File: src/hw/rtl/ema_pkg.sv
// ema_pkg: shared types and constants for the ema weight update block
// no dependencies
package ema_pkg;

    localparam int VALUE_WIDTH_DEF     = 32;
    localparam int DECAY_FRAC_BITS_DEF = 16;
    localparam int TERMS               = 20;
    localparam int QQ_MAX              = 32;

    localparam logic [31:0] Q31_ONE = 32'h8000_0000;

    localparam logic [15:0] MAX_DECAY_RST   = 16'd64880;
    localparam logic [15:0] DECAY_RAMP_RST  = 16'd2000;
    localparam logic [31:0] INIT_UPD_RST    = 32'd0;

    localparam logic [1:0] REG_MAX_DECAY  = 2'd0;
    localparam logic [1:0] REG_DECAY_RAMP = 2'd1;
    localparam logic [1:0] REG_INIT_UPD   = 2'd2;
    localparam logic [1:0] REG_ENABLED    = 2'd3;

    typedef struct packed {
        logic                       new_pass;
        logic [VALUE_WIDTH_DEF-1:0] current_value;
        logic [VALUE_WIDTH_DEF-1:0] average_value;
    } t_in_item;

    typedef struct packed {
        logic [VALUE_WIDTH_DEF-1:0] new_average;
        logic [15:0]                decay_used;
    } t_out_item;

endpackage

File: src/hw/rtl/ema_front.sv
// ema_front: input queue between accept side and datapath
// depends on ema_pkg
module ema_front
    import ema_pkg::*;
(
    input  logic     i_clk,
    input  logic     i_rst_n,
    input  logic     i_push,
    input  t_in_item i_item,
    output logic     o_full,
    input  logic     i_take,
    output logic     o_avail,
    output t_in_item o_item
);
    t_in_item r_q [2];
    logic     r_wp, r_rp;
    logic [1:0] r_cnt;

    assign o_full  = (r_cnt == 2'd2);
    assign o_avail = (r_cnt != 2'd0);
    assign o_item  = r_q[r_rp];

    always_ff @(posedge i_clk) begin
        if (i_push && !o_full) r_q[r_wp] <= i_item;
        if (!i_rst_n) begin
            r_wp <= 1'b0; r_rp <= 1'b0; r_cnt <= 2'd0;
        end else begin
            if (i_push && !o_full) r_wp <= ~r_wp;
            if (i_take && o_avail) r_rp <= ~r_rp;
            r_cnt <= r_cnt + 2'(i_push && !o_full) - 2'(i_take && o_avail);
        end
    end

    a_cnt: assert property (@(posedge i_clk) disable iff (!i_rst_n) r_cnt != 2'd3)
        else $error("front queue overflow");
endmodule

File: config.mk
export PLATFORM = sky130hd
export DESIGN_NAME = ema_front
export DESIGN_NICKNAME = d
export VERILOG_FILES = /design/src/hw/rtl/ema_pkg.sv /design/src/hw/rtl/ema_front.sv
export SDC_FILE = /design/constraint.sdc
export NUM_CORES = 1
export LEC_CHECK = 0
export ABC_AREA = 1
export BUFFER_PORTS_ARGS = -buffer_cell sky130_fd_sc_hd__buf_2
export CAP_MARGIN = 20
export CORE_MARGIN = 2
export CORE_UTILIZATION = 30
export CTS_BUF_LIST = sky130_fd_sc_hd__clkbuf_16
export DETAILED_ROUTE_END_ITERATION = 10
export PLACE_DENSITY = 0.52
export SLEW_MARGIN = 10
export SYNTH_ARGS = -nofsm -noshare
export SYNTH_HDL_FRONTEND = slang
export SYNTH_SLANG_ARGS = --single-unit
File: constraint.sdc
create_clock -name i_clk -period 10.9 [get_ports i_clk]
set_clock_uncertainty 0.1 [all_clocks]
set_input_delay 0.545 -clock i_clk [delete_from_list [all_inputs] [get_ports i_clk]]
set_output_delay 0.545 -clock i_clk [all_outputs]
set_load 0.01 [all_outputs]
Yosys cells after proc, flatten, opt, wreduce, memory -nomap -nowiden
Memory sizes are Yosys's and may differ from the RTL's. A register that Yosys moved wholly into a read port is not among the register bits.
Cells that the tools add are included.
{"block": "op_classes", "add_sub_neg": 2, "eq_ne": 1, "n_mux": 4, "bitwise_logic": 2, "n_reduce_logical": 4}
{"operator": "2-to-1 mux 1 bit", "count": 4}
{"operator": "adder 2 x 1 -> 2 bit", "count": 1}
{"operator": "equality test 2 bit, second input constant", "count": 1}
{"operator": "logical AND 1 bit", "count": 2}
{"operator": "NOT 1 bit", "count": 2}
{"operator": "nonzero test 2 bit", "count": 1}
{"operator": "subtractor 2 x 1 -> 2 bit", "count": 1}
{"operator": "zero test 1 bit", "count": 1}
{"block": "word_totals", "regBits": 4, "ram_bits": 130, "in_bits": 69, "out_inout_bits": 67, "n_memories": 1}
{"name": "r_q", "depth": 2, "word_bits": 65, "rd": 1, "rd_ports_with_merged_regs": 1, "wr": 1, "line": "ema_front.sv:15", "source": "t_in_item r_q [2];"}

Longest topological paths before layout
Gate-level depths: netlist (run 1).
{"block": "logic_depth", "word_depth": 5, "ltp_mapped": 11, "mapped_depth_nobuf": 11}

Least setup slack after synthesis (run 1)
Ideal clock, no wire load.
{"block": "synth_timing", "kind": "input-to-reg", "start": "input port i_push", "end": "memory r_q[0][0] (netlist bit), enable pin", "setup_ns": 0.488, "arrival_time_ns": 3.331, "required_ns": 10.312, "slack_ns": 6.981, "stages": 2, "path_buffers": 0, "cell_sequence": "nand2_1 > nor2_1"}
{"block": "synth_between", "elab_chain_cells": 3}
{"element": "start: declaration", "line": "ema_front.sv:8", "source": "input logic i_push,"}
{"element": "logical AND 1 bit", "line": "ema_front.sv:24", "source": "if (i_push && !o_full) r_q[r_wp] <= i_item;"}
{"element": "2-to-1 mux 1 bit", "line": "ema_front.sv:24"}
{"element": "2-to-1 mux 1 bit (not written as such)", "line": "ema_front.sv:24"}
{"element": "end: declaration", "line": "ema_front.sv:15"}
Every way passes these cells.

==> reports/qor.yml, run 1 <==
crit_fanout: 43
cts-resized-gates: 0
synth_seq_cells: 135
synthesis.yosys.warnings: 0
worst_hold_startpoint: "i_item[11]"
max_slew.worst_pin.slew_ns: 0.784
route.antenna.remaining_nets: 0
filler_cells_inserted: 1556
synth-seq-area-share_pct: 77.9
worst-endpoint-arrival_ns: 2.31
port_buffers: 135
drt_iter0_drc: 101
critical_path.endpoint_type: "output port"
fmax_mhz: 339
wl_per_cell_um: 15.4
synthesis.area_sq_mm: 0.00514
worst_slew_margin_rel_pct: 47.7
place_inst: 590
synth_top_area_share_pct: 75.9
setup_viol_count_final: 0
fin_worst_hold_slack_ns: 0.218
max-clock-path-buffers: 2
wirelength_um: 9560
route.detailed.drc: 0
min_path_type: "input port to flop"
total_power_mw: 1.64
ctsRootBufferMaster: "clkbuf_16"
hold_viol: 0
crit_path_max_incr_delay_ns: 0.71
grt_pass1_vias: 2861
power_density_cells_mw_per_mm2: 246
dieWidth_um: 135
total_leakage_power_nw: 2.63
cts_inserted_buffers: 17
timing.critical_path.from_type: "flop"
min_path_cells: 1
grt_antenna_before_repair: 0
crit_family: "buffers and inverters"
ys_top_cells_by_area: "edfxtp_1 76%, mux2_4 15%, mux2_2 3.3%"
grt_first_pass_wirelength_um: 14700
setup_tns_final_ns: 0
critical_path_cell_count: 3
tritoncts: "yes"
rsz_0062_raised_after_global_routing: "no"
worstSetupPathType: "flop to output port"
post-route-period-util_pct: 27.1
path_buf_inv: 2
drt_pre_antenna_iters: 4
cts.sinks: 135
dp_hpwl_um: 6090
largest_net_degree_at_the_start_of_global_routing: 44
route.vias.total: 2604
final_core_utilization_pct: 40.1
reg2regPathDepth: 5
rows: 47
area_delta_synth_final_pct: 29.9
global_route_total_usage_across_every_layer_pct: 10.8
global_route.overflow_total: 0
synthesis.area_per_instance_sq_um: 21.5
syn-num-nets: 310
run_status: "finished clean"
insertion_delay_to_the_later_sink_of_the_worst_skew_pair_ns: 0.41
peakVddDrop_v: 0.0000995
floorplan.core_area_sq_mm: 0.0166
final_max_slew_viol_count: 0
timing.critical_path.slowest_stage_cell: "buf_4"
synthesis.instances: 239
worst_r2r_start: "r_cnt[0]"
final_net_count: 460
worst-endpoint-required_ns: 10.26
drive_above_1_share_pct: 59.0
clkTransAtPathRegs_ns: 0.06
maxCapViolCount: 0
crit_path_cell_trace: "buf_4 > mux2_2 > buf_2"
floorplan.die.height_um: 135
floorplan.io_pins: 136
finalCriticalPeriod_ns: 2.95
cts_setup_buffers: 0
fp.dieArea_sq_mm: 0.0182
cts-htree-levels: 4
final-instance-count-excl-fill: 622
synth.distinct_cells: 12
cts_hold_buf: 0
vias_per_cell: 4.19
synth_largest_area_cell: "edfxtp_1"
initial_util_pct: 30.9
insertedDiodeCount: 0
gp_congestion: 0.682
==> registers in the layout (all words and copies together), names as in the netlist, named ones only <==
name,flops
r_cnt,2
r_q,130
r_rp,1
r_wp,1
==> layer usage <==
layer | vias up | wire length (um) | GRT usage [%]
met4 | 0 | 162 | 5.44
li1 | 1226 | - | -
met3 | 11 | 620 | 4.24
met2 | 89 | 4880 | 18.6
met5 | - | 0 | 0
met1 | 1278 | 3900 | 11.6
==> power breakdown <==
group / internal [mW] / switching, mW / total, mW
registers: 0.658 / 0.0315 / 0.690
clock network: 0.384 / 0.216 / 0.600
logic: 0.176 / 0.176 / 0.352
total: 1.22 / 0.423 / 1.64
==> cell usage after synthesis <==
cell type / count
dfxtp_1: 5
nand2_1: 9
mux2_4: 50
nand3_1: 3
edfxtp_1: 130
inv_1: 8
buf_6: 6
ha_1: 2
mux2_2: 15
nor2_1: 8
buf_2: 1
a21oi_1: 2
==> layout by cell type (no fill, tap or decap) <==
cell,count
buf_2,135
edfxtp_1,130
mux2_4,50
clkbuf_16,17
mux2_2,15
nand2_1,9
inv_1,7
nor2_1,7
bufinv_16,4
inv_6,4
dfxtp_1,4
nand3_1,3
clkinv_2,3
buf_4,3
a21oi_1,2
ha_1,2
clkinvlp_4,2
inv_2,1
nor2_4,1
dfxtp_4,1
clkinv_1,1
clkinv_4,1
==> stage by stage <==
stage               instance area [sq um]  setup WS (ns)
finish                               6680           7.95
global route                         6680           7.79
CTS                                  6680           7.85
detailed placement                   6050           8.30
global placement                     6050           8.33
floorplan                            5140           6.98
==> cells by family after synthesis <==
logic type	Yosys count	share of synthesized area [%]
compound gates	2	0.195
buf+inv	15	2.00
fa+ha+maj	2	0.487
simple gates	20	1.53
flops	135	77.9
mux	65	17.9
==> final timing paths <==
check,end,slack [ns]
worst max-delay path,o_item[3],7.95
worst min-delay path,r_q[1][11],0.22
worst max register to register,r_q[0][25],8.53
worst min register to register,flop,0.44
==> cell type report <==
type                            instances  area, sq um  share of cell area [%]
Clock buffer                           17          425                    6.37
Clock inverter                         15          198                    2.96
Multi-Input combinational cell         89         1040                    15.6
Timing Repair Buffer                  138          698                    10.5
Tap cell                              220          275                    4.12
Inverter                                8         30.0                   0.450
Sequential cell                       135         4010                    60.0
No activity file was read; power rests on OpenSTA's default activity.
==> run 2: changes to the inputs <==
--- a/config.mk
+++ b/config.mk
@@ -12,7 +12,7 @@
 export CORE_UTILIZATION = 30
 export CTS_BUF_LIST = sky130_fd_sc_hd__clkbuf_16
 export DETAILED_ROUTE_END_ITERATION = 10
-export PLACE_DENSITY = 0.52
+export PLACE_DENSITY = 0.54
 export SLEW_MARGIN = 10
 export SYNTH_ARGS = -nofsm -noshare
 export SYNTH_HDL_FRONTEND = slang
==> constraint.sdc (replaced) <==
create_clock -name i_clk -period 2.35 [get_ports i_clk]
set_clock_uncertainty 0.1 [all_clocks]
set_input_delay 0.1175 -clock i_clk [delete_from_list [all_inputs] [get_ports i_clk]]
set_output_delay 0.1175 -clock i_clk [all_outputs]
set_load 0.01 [all_outputs]
==> run 2 against run 1 <==
Net effect:
- sequential cell count did not move
- clock power rose to 4.3 times the previous value
- non-clock buffer count rose by 70
- cell count rose by 11%
- first-iteration DRC count fell by 0.99%
- worst hold slack improved by 0.11 ns
- cell area rose by 10%
- sequential power rose to 4.6 times the previous value
- via count rose by 9.4%
- register-to-register slack got worse by 7.9 ns
==> reports/qor.yml, run 2 (synthesized netlist as in run 1, its figures left out) <==
port_buffers: 135  # unchanged
hold_end: "r_q[0][7]"
largest_net_degree_at_the_start_of_global_routing: 66  # +50%
path_buf_inv: 2  # unchanged
cts-htree-levels: 4  # unchanged
place_inst: 592  # +0.34%
detailedPlace.worstSlack_ns: 0.627  # -7.67 ns
area_delta_synth_final_pct: 43.5
finalCriticalPeriod_ns: 2.01
rows: 47  # unchanged
biggest_register: "r_q"
largest_reg_flops: 130  # unchanged
timing.final.ws_setup_ns: 0.343  # -7.61 ns
setup_viol_count_final: 0  # unchanged
drive_above_1_share_pct: 50.2  # -8.7 points
initial_util_pct: 30.9  # unchanged
max-clock-path-buffers: 2  # unchanged
max_slew.worst_pin.slew_ns: 0.485  # -0.299 ns
total_leakage_power_nw: 2.90  # +11%
clkTransAtPathRegs_ns: 0.06  # about the same
final_max_slew_viol_count: 0  # unchanged
global_route.overflow_total: 0  # unchanged
final-instance-count-excl-fill: 692  # +11%
final_net_count: 530  # +15%
critical_path.reg2reg.endpoint: "r_cnt[1]"
mostFrequentLayoutCells: "135 x buf_2, 130 x edfxtp_1, 68 x dlygate4sd3_1, 50 x mux2_4, 17 x clkbuf_16"
run_status: "finished clean"
worst_r2r_start: "r_cnt[0]"
grt_pass1_vias: 3071  # +7.3%
cts_inserted_buffers: 17  # unchanged
reg2regPathDepth: 10  # +5
crit_family: "flip-flops"
worst-r2r-setup-slack_ns: 0.60  # -7.93 ns
dp_hpwl_um: 6130  # +0.76%
worst_hold_startpoint: "i_item[7]"
peakVddDrop_v: 0.000497  # +400%
crit_path_cell_trace: "buf_12 > mux2_2 > buf_2"
crit_fanout: 25  # -42%
insertedDiodeCount: 0  # unchanged
registers_with_the_most_flip_flops: "r_q: 130 flops, r_cnt: 2 flops"
floorplan.die.height_um: 135  # unchanged
wl_per_cell_um: 14.3  # -6.9%
worst-endpoint-arrival_ns: 1.79  # -0.52 ns
post-route-period-util_pct: 85.4
timing.critical_path.slowest_stage_cell: "dfxtp_4"
postPlaceCellArea_sq_mm: 0.00611  # +0.93%
worstSetupPathType: "flop to output port"
floorplan.core_area_sq_mm: 0.0166  # unchanged
critical_path.endpoint_type: "output port"
rsz_0062_raised_after_global_routing: "no"
route.detailed.drc: 0  # unchanged
floorplan.io_pins: 136  # unchanged
grt_antenna_before_repair: 0  # unchanged
drt_iter0_drc: 100  # -0.99%
power_density_cells_mw_per_mm2: 1030  # +320%
crit_path_max_incr_delay_ns: 0.58  # -0.13 ns
setup_tns_final_ns: 0  # unchanged
min_path_cells: 2  # +1
worst-endpoint-required_ns: 2.13  # -8.13 ns
design_area_sq_mm: 0.00738  # +10%
wirelength_um: 9910  # +3.6%
min_path_type: "input port to flop"
vias_per_cell: 4.12  # -1.7%
gp_congestion: 0.652  # -4.3%
hold_viol: 0  # unchanged
ctsRootBufferMaster: "clkbuf_16"
fin_worst_hold_slack_ns: 0.331  # +0.113 ns
route.vias.total: 2849  # +9.4%
cts.sinks: 135  # unchanged
cts_setup_buffers: 0  # unchanged
dieWidth_um: 135  # unchanged
route.antenna.remaining_nets: 0  # unchanged
worst_slew_margin_rel_pct: 67.7  # +20 points
drt_pre_antenna_iters: 4  # unchanged
grt_first_pass_wirelength_um: 15100  # +3.1%
fp.dieArea_sq_mm: 0.0182  # unchanged
global_route_total_usage_across_every_layer_pct: 11.3  # +0.42 points
timing.critical_path.from_type: "flop"
tritoncts: "yes"
maxCapViolCount: 0  # unchanged
final_common_cell: "buf_2"
insertion_delay_to_the_later_sink_of_the_worst_skew_pair_ns: 0.41  # about the same
filler_cells_inserted: 1505  # -3.3%
fmax_mhz: 498
-- run 2: changes by cell type in the layout (fill, tap and decap cells not counted) --
cell	delta
clkinv_2	+1
inv_2	-1
clkinvlp_4	+2
dlygate4sd3_1	+68
clkinv_1	+2
bufinv_16	-1
inv_6	-4
buf_4	-1
buf_12	+3
clkinv_4	+1
-- run 2: final cells by class --
class	count	area [sq um]	share of cell area (%)
flip-flops and latches	135	4010	54.3
repair buffers	208	1430	19.4
clock inverters	15	161	2.19
multi-input cells	89	1040	14.1
clock buffers	17	425	5.77
well taps	220	275	3.73
inverters	8	33.8	0.458
-- run 2: where the power goes --
part           switching, mW  internal (mW)  leakage [nW]
combinational          0.855          0.934          1.37
sequential             0.145           3.05          1.26
clock                  0.946           1.65         0.281
-- run 2: per-stage QoR --
| step | total power [mW] | util (%) |
|---|---|---|
| finish | 7.58 | 44.3 |
| global route | 7.97 | 44.3 |
| CTS | 7.72 | 44.3 |
| detailed placement | 4.99 | 36.7 |
| global placement | 4.95 | 36.7 |
| floorplan | 4.36 | - |
-- run 2: how the worst max path moves through the flow --
stage / from / endpoint / cells after the start
2_1_floorplan: r_cnt[0] / r_q[0][0] / 4
3_3_place_gp: r_cnt[0] / r_q[0][34] / 5
3_5_place_dp: r_cnt[0] / r_cnt[1] / 10
4_1_cts: flop / o_item[0] / 3
5_1_grt: flop / o_item[0] / 3
6_report: flop / o_item[0] / 3
-- run 2: worst register-to-register path, cell delays in order, from the launching register on --
cell and delay (ns):
dfxtp_1 0.37, inv_1 0.07, nand2_1 0.12, nand2_1 0.12, ha_1 0.32, inv_1 0.06
ha_1 0.19, inv_1 0.05, nand2_1 0.06, a21oi_1 0.13, nor2_1 0.06
-- run 2: layer usage --
layer  global-route usage [%]  wire length, um
met5                        0                0
met1                     12.7             4210
met2                     18.8             4890
met3                     4.54              644
met4                     4.91              166
-- run 2: timing repair --
item | 4_1_cts | 5_1_grt
endpoints found under the hold margin | 135 | 0
gates resized for setup | 0 | 0
hold buffers | 68 | 0
==> run 3: changes to the inputs <==
--- a/config.mk
+++ b/config.mk
@@ -13,7 +13,8 @@
 export CTS_BUF_LIST = sky130_fd_sc_hd__clkbuf_16
 export DETAILED_ROUTE_END_ITERATION = 10
 export PLACE_DENSITY = 0.54
-export SLEW_MARGIN = 10
+export REMOVE_ABC_BUFFERS = 1
+export SLEW_MARGIN = 5
 export SYNTH_ARGS = -nofsm -noshare
 export SYNTH_HDL_FRONTEND = slang
 export SYNTH_SLANG_ARGS = --single-unit
==> run 3 against run 2 <==
Net effect:
- sequential power shrank 2%
- worst setup slack improved by 0.19 ns
- clock power rose by 9.3%
- power increased by 3.3%
- sequential cell count is the same
- via count is 0.84% higher
- critical endpoint is now o_item[12]
- largest power group unchanged
- highest routed layer unchanged
==> reports/qor.yml, run 3 (synthesized netlist as in run 1, its figures left out) <==
run_status: "finished clean"
critical_path_cell_count: 3  # unchanged
power_density_cells_mw_per_mm2: 1050  # +2.3%
crit_path_max_incr_delay_ns: 0.39  # -0.19 ns
met1_wire_length_um: 4120  # -2.0%
wirelength_um: 9810  # -0.99%
crit_path_cell_trace: "buf_12 > mux2_2 > buf_2"
cts_setup_buffers: 0  # unchanged
place_inst: 592  # unchanged
route.met3.wl_um: 593  # -7.9%
max-clock-path-buffers: 2  # unchanged
area_delta_synth_final_pct: 44.9
fp.dieArea_sq_mm: 0.0182  # unchanged
drive_above_1_share_pct: 50.2  # unchanged
timing.final.ws_setup_ns: 0.534  # +0.191 ns
insertion_delay_to_the_later_sink_of_the_worst_skew_pair_ns: 0.42  # about the same
crit_family: "buffers and inverters"
floorplan.io_pins: 136  # unchanged
grt_pass1_vias: 3030  # -1.3%
fmax_mhz: 551  # +11%
floorplan.die.height_um: 135  # unchanged
gp_congestion: 0.693  # +6.2%
insertedDiodeCount: 0  # unchanged
max_slew.worst_pin.slew_ns: 0.473  # -0.0119 ns
grt_antenna_before_repair: 0  # unchanged
hold_viol: 0  # unchanged
drt_iter0_drc: 119  # +19%
timing.critical_path.slowest_stage_cell: "mux2_2"
wl_per_cell_um: 14.2  # -0.99%
finalCriticalPeriod_ns: 1.82  # -0.191 ns
critical_path.reg2reg.endpoint: "r_q[0][17]"
worstSetupPathType: "flop to output port"
clkTransAtPathRegs_ns: 0.06  # about the same
final-instance-count-excl-fill: 692  # unchanged
worst_r2r_start: "r_cnt[0]"
min_path_type: "input port to flop"
hold_end: "r_q[1][51]"
detailedPlace.worstSlack_ns: 0.551  # -0.0758 ns
registers_with_the_most_flip_flops: "r_q: 130 flops, r_cnt: 2 flops"
ctsRootBufferMaster: "clkbuf_16"
top_layer: "met4"
setup_viol_count_final: 0  # unchanged
rsz_0062_raised_after_global_routing: "no"
drt_pre_antenna_iters: 4  # unchanged
setup_tns_final_ns: 0  # unchanged
total_leakage_power_nw: 2.94  # +1.3%
route.vias.total: 2873  # +0.84%
dp_hpwl_um: 6100  # -0.55%
final_max_slew_viol_count: 0  # unchanged
met2_wl_um: 4930  # +0.84%
worst-r2r-setup-slack_ns: 0.57  # -0.03 ns
initial_util_pct: 30.9  # unchanged
worst_slew_margin_rel_pct: 68.4  # +0.72 points
reg2regPathDepth: 5  # -5
tritoncts: "yes"
worst-endpoint-arrival_ns: 1.60  # -0.19 ns
route.detailed.drc: 0  # unchanged
global_route.overflow_total: 0  # unchanged
worst_hold_startpoint: "i_item[51]"
global_route_total_usage_across_every_layer_pct: 11.3  # +0.045 points
cts_hold_buf: 68  # unchanged
maxCapViolCount: 0  # unchanged
cts-htree-levels: 4  # unchanged
critical_path.endpoint_type: "output port"
post-route-period-util_pct: 77.3  # -8.1 points
filler_cells_inserted: 1468  # -2.5%
vias_per_cell: 4.15  # +0.84%
cts.sinks: 135  # unchanged
worst-endpoint-required_ns: 2.13  # about the same
crit_fanout: 35  # +40%
grt_first_pass_wirelength_um: 15100  # -0.13%
design_area_sq_mm: 0.00745  # +0.95%
cts_inserted_buffers: 17  # unchanged
mostFrequentLayoutCells: "135 x buf_2, 130 x edfxtp_1, 68 x dlygate4sd3_1, 50 x mux2_4, 17 x clkbuf_16"
final_net_count: 530  # unchanged
largest_net_degree_at_the_start_of_global_routing: 55  # -17%
route.antenna.remaining_nets: 0  # unchanged
dieWidth_um: 135  # unchanged
largest_reg_flops: 130  # unchanged
min_path_cells: 2  # unchanged
postPlaceCellArea_sq_mm: 0.00613  # +0.37%
timing.critical_path.from_type: "flop"
peakVddDrop_v: 0.000461  # -7.3%
biggest_register: "r_q"
floorplan.core_area_sq_mm: 0.0166  # unchanged
rows: 47  # unchanged
final_common_cell: "buf_2"
cts-resized-gates: 0  # unchanged
fin_worst_hold_slack_ns: 0.323  # -0.00815 ns
path_buf_inv: 2  # unchanged
port_buffers: 135  # unchanged
## run 3: metal layers
metal | vias up | track usage, %
met3 | 19 | 4.95
met2 | 87 | 18.8
met4 | 0 | 5.20
li1 | 1367 | -
met5 | - | 0
met1 | 1400 | 12.4
## run 3: worst max-delay path by stage
stage,from,end
after global routing,r_cnt[0],r_q[0][17]
after floorplan,r_cnt[0],r_q[0][0]
after CTS,flop,o_item[12]
after global placement,r_cnt[0],r_q[0][36]
after detailed placement,r_cnt[0],r_q[0][29]
final,flop,o_item[12]
## run 3: metrics by stage
stage	total power [mW]	util [%]
after floorplan	4.37	-
after global placement	4.98	36.8
after detailed placement	5.01	36.8
after CTS	7.97	44.7
after global routing	8.20	44.7
final	7.83	44.7
## run 3: worst reg2reg max path, delay by kind of cell, from the launching register on
kind	cells	cell delay, ns
AND/OR/NAND/NOR	3	0.63
flip-flops	1	0.36
buffers and inverters	2	0.35
## run 3: cell type report
| cell class | instances | area, sq um | share of cell area (%) |
|---|---|---|---|
| repair buffers | 208 | 1460 | 19.6 |
| flip-flops and latches | 135 | 4010 | 53.8 |
| clock buffers | 17 | 425 | 5.71 |
| well taps | 220 | 275 | 3.70 |
| multi-input cells | 89 | 1040 | 14.0 |
| clock inverters | 15 | 209 | 2.81 |
| inverters | 8 | 31.3 | 0.420 |
## run 3: report_power, final
| part | leakage [nW] | internal (mW) | switching, mW | total [mW] |
|---|---|---|---|---|
| combinational | 1.38 | 0.955 | 0.900 | 1.86 |
| sequential | 1.26 | 3.05 | 0.0943 | 3.14 |
| clock | 0.305 | 1.86 | 0.966 | 2.83 |
| total | 2.94 | 5.87 | 1.96 | 7.83 |
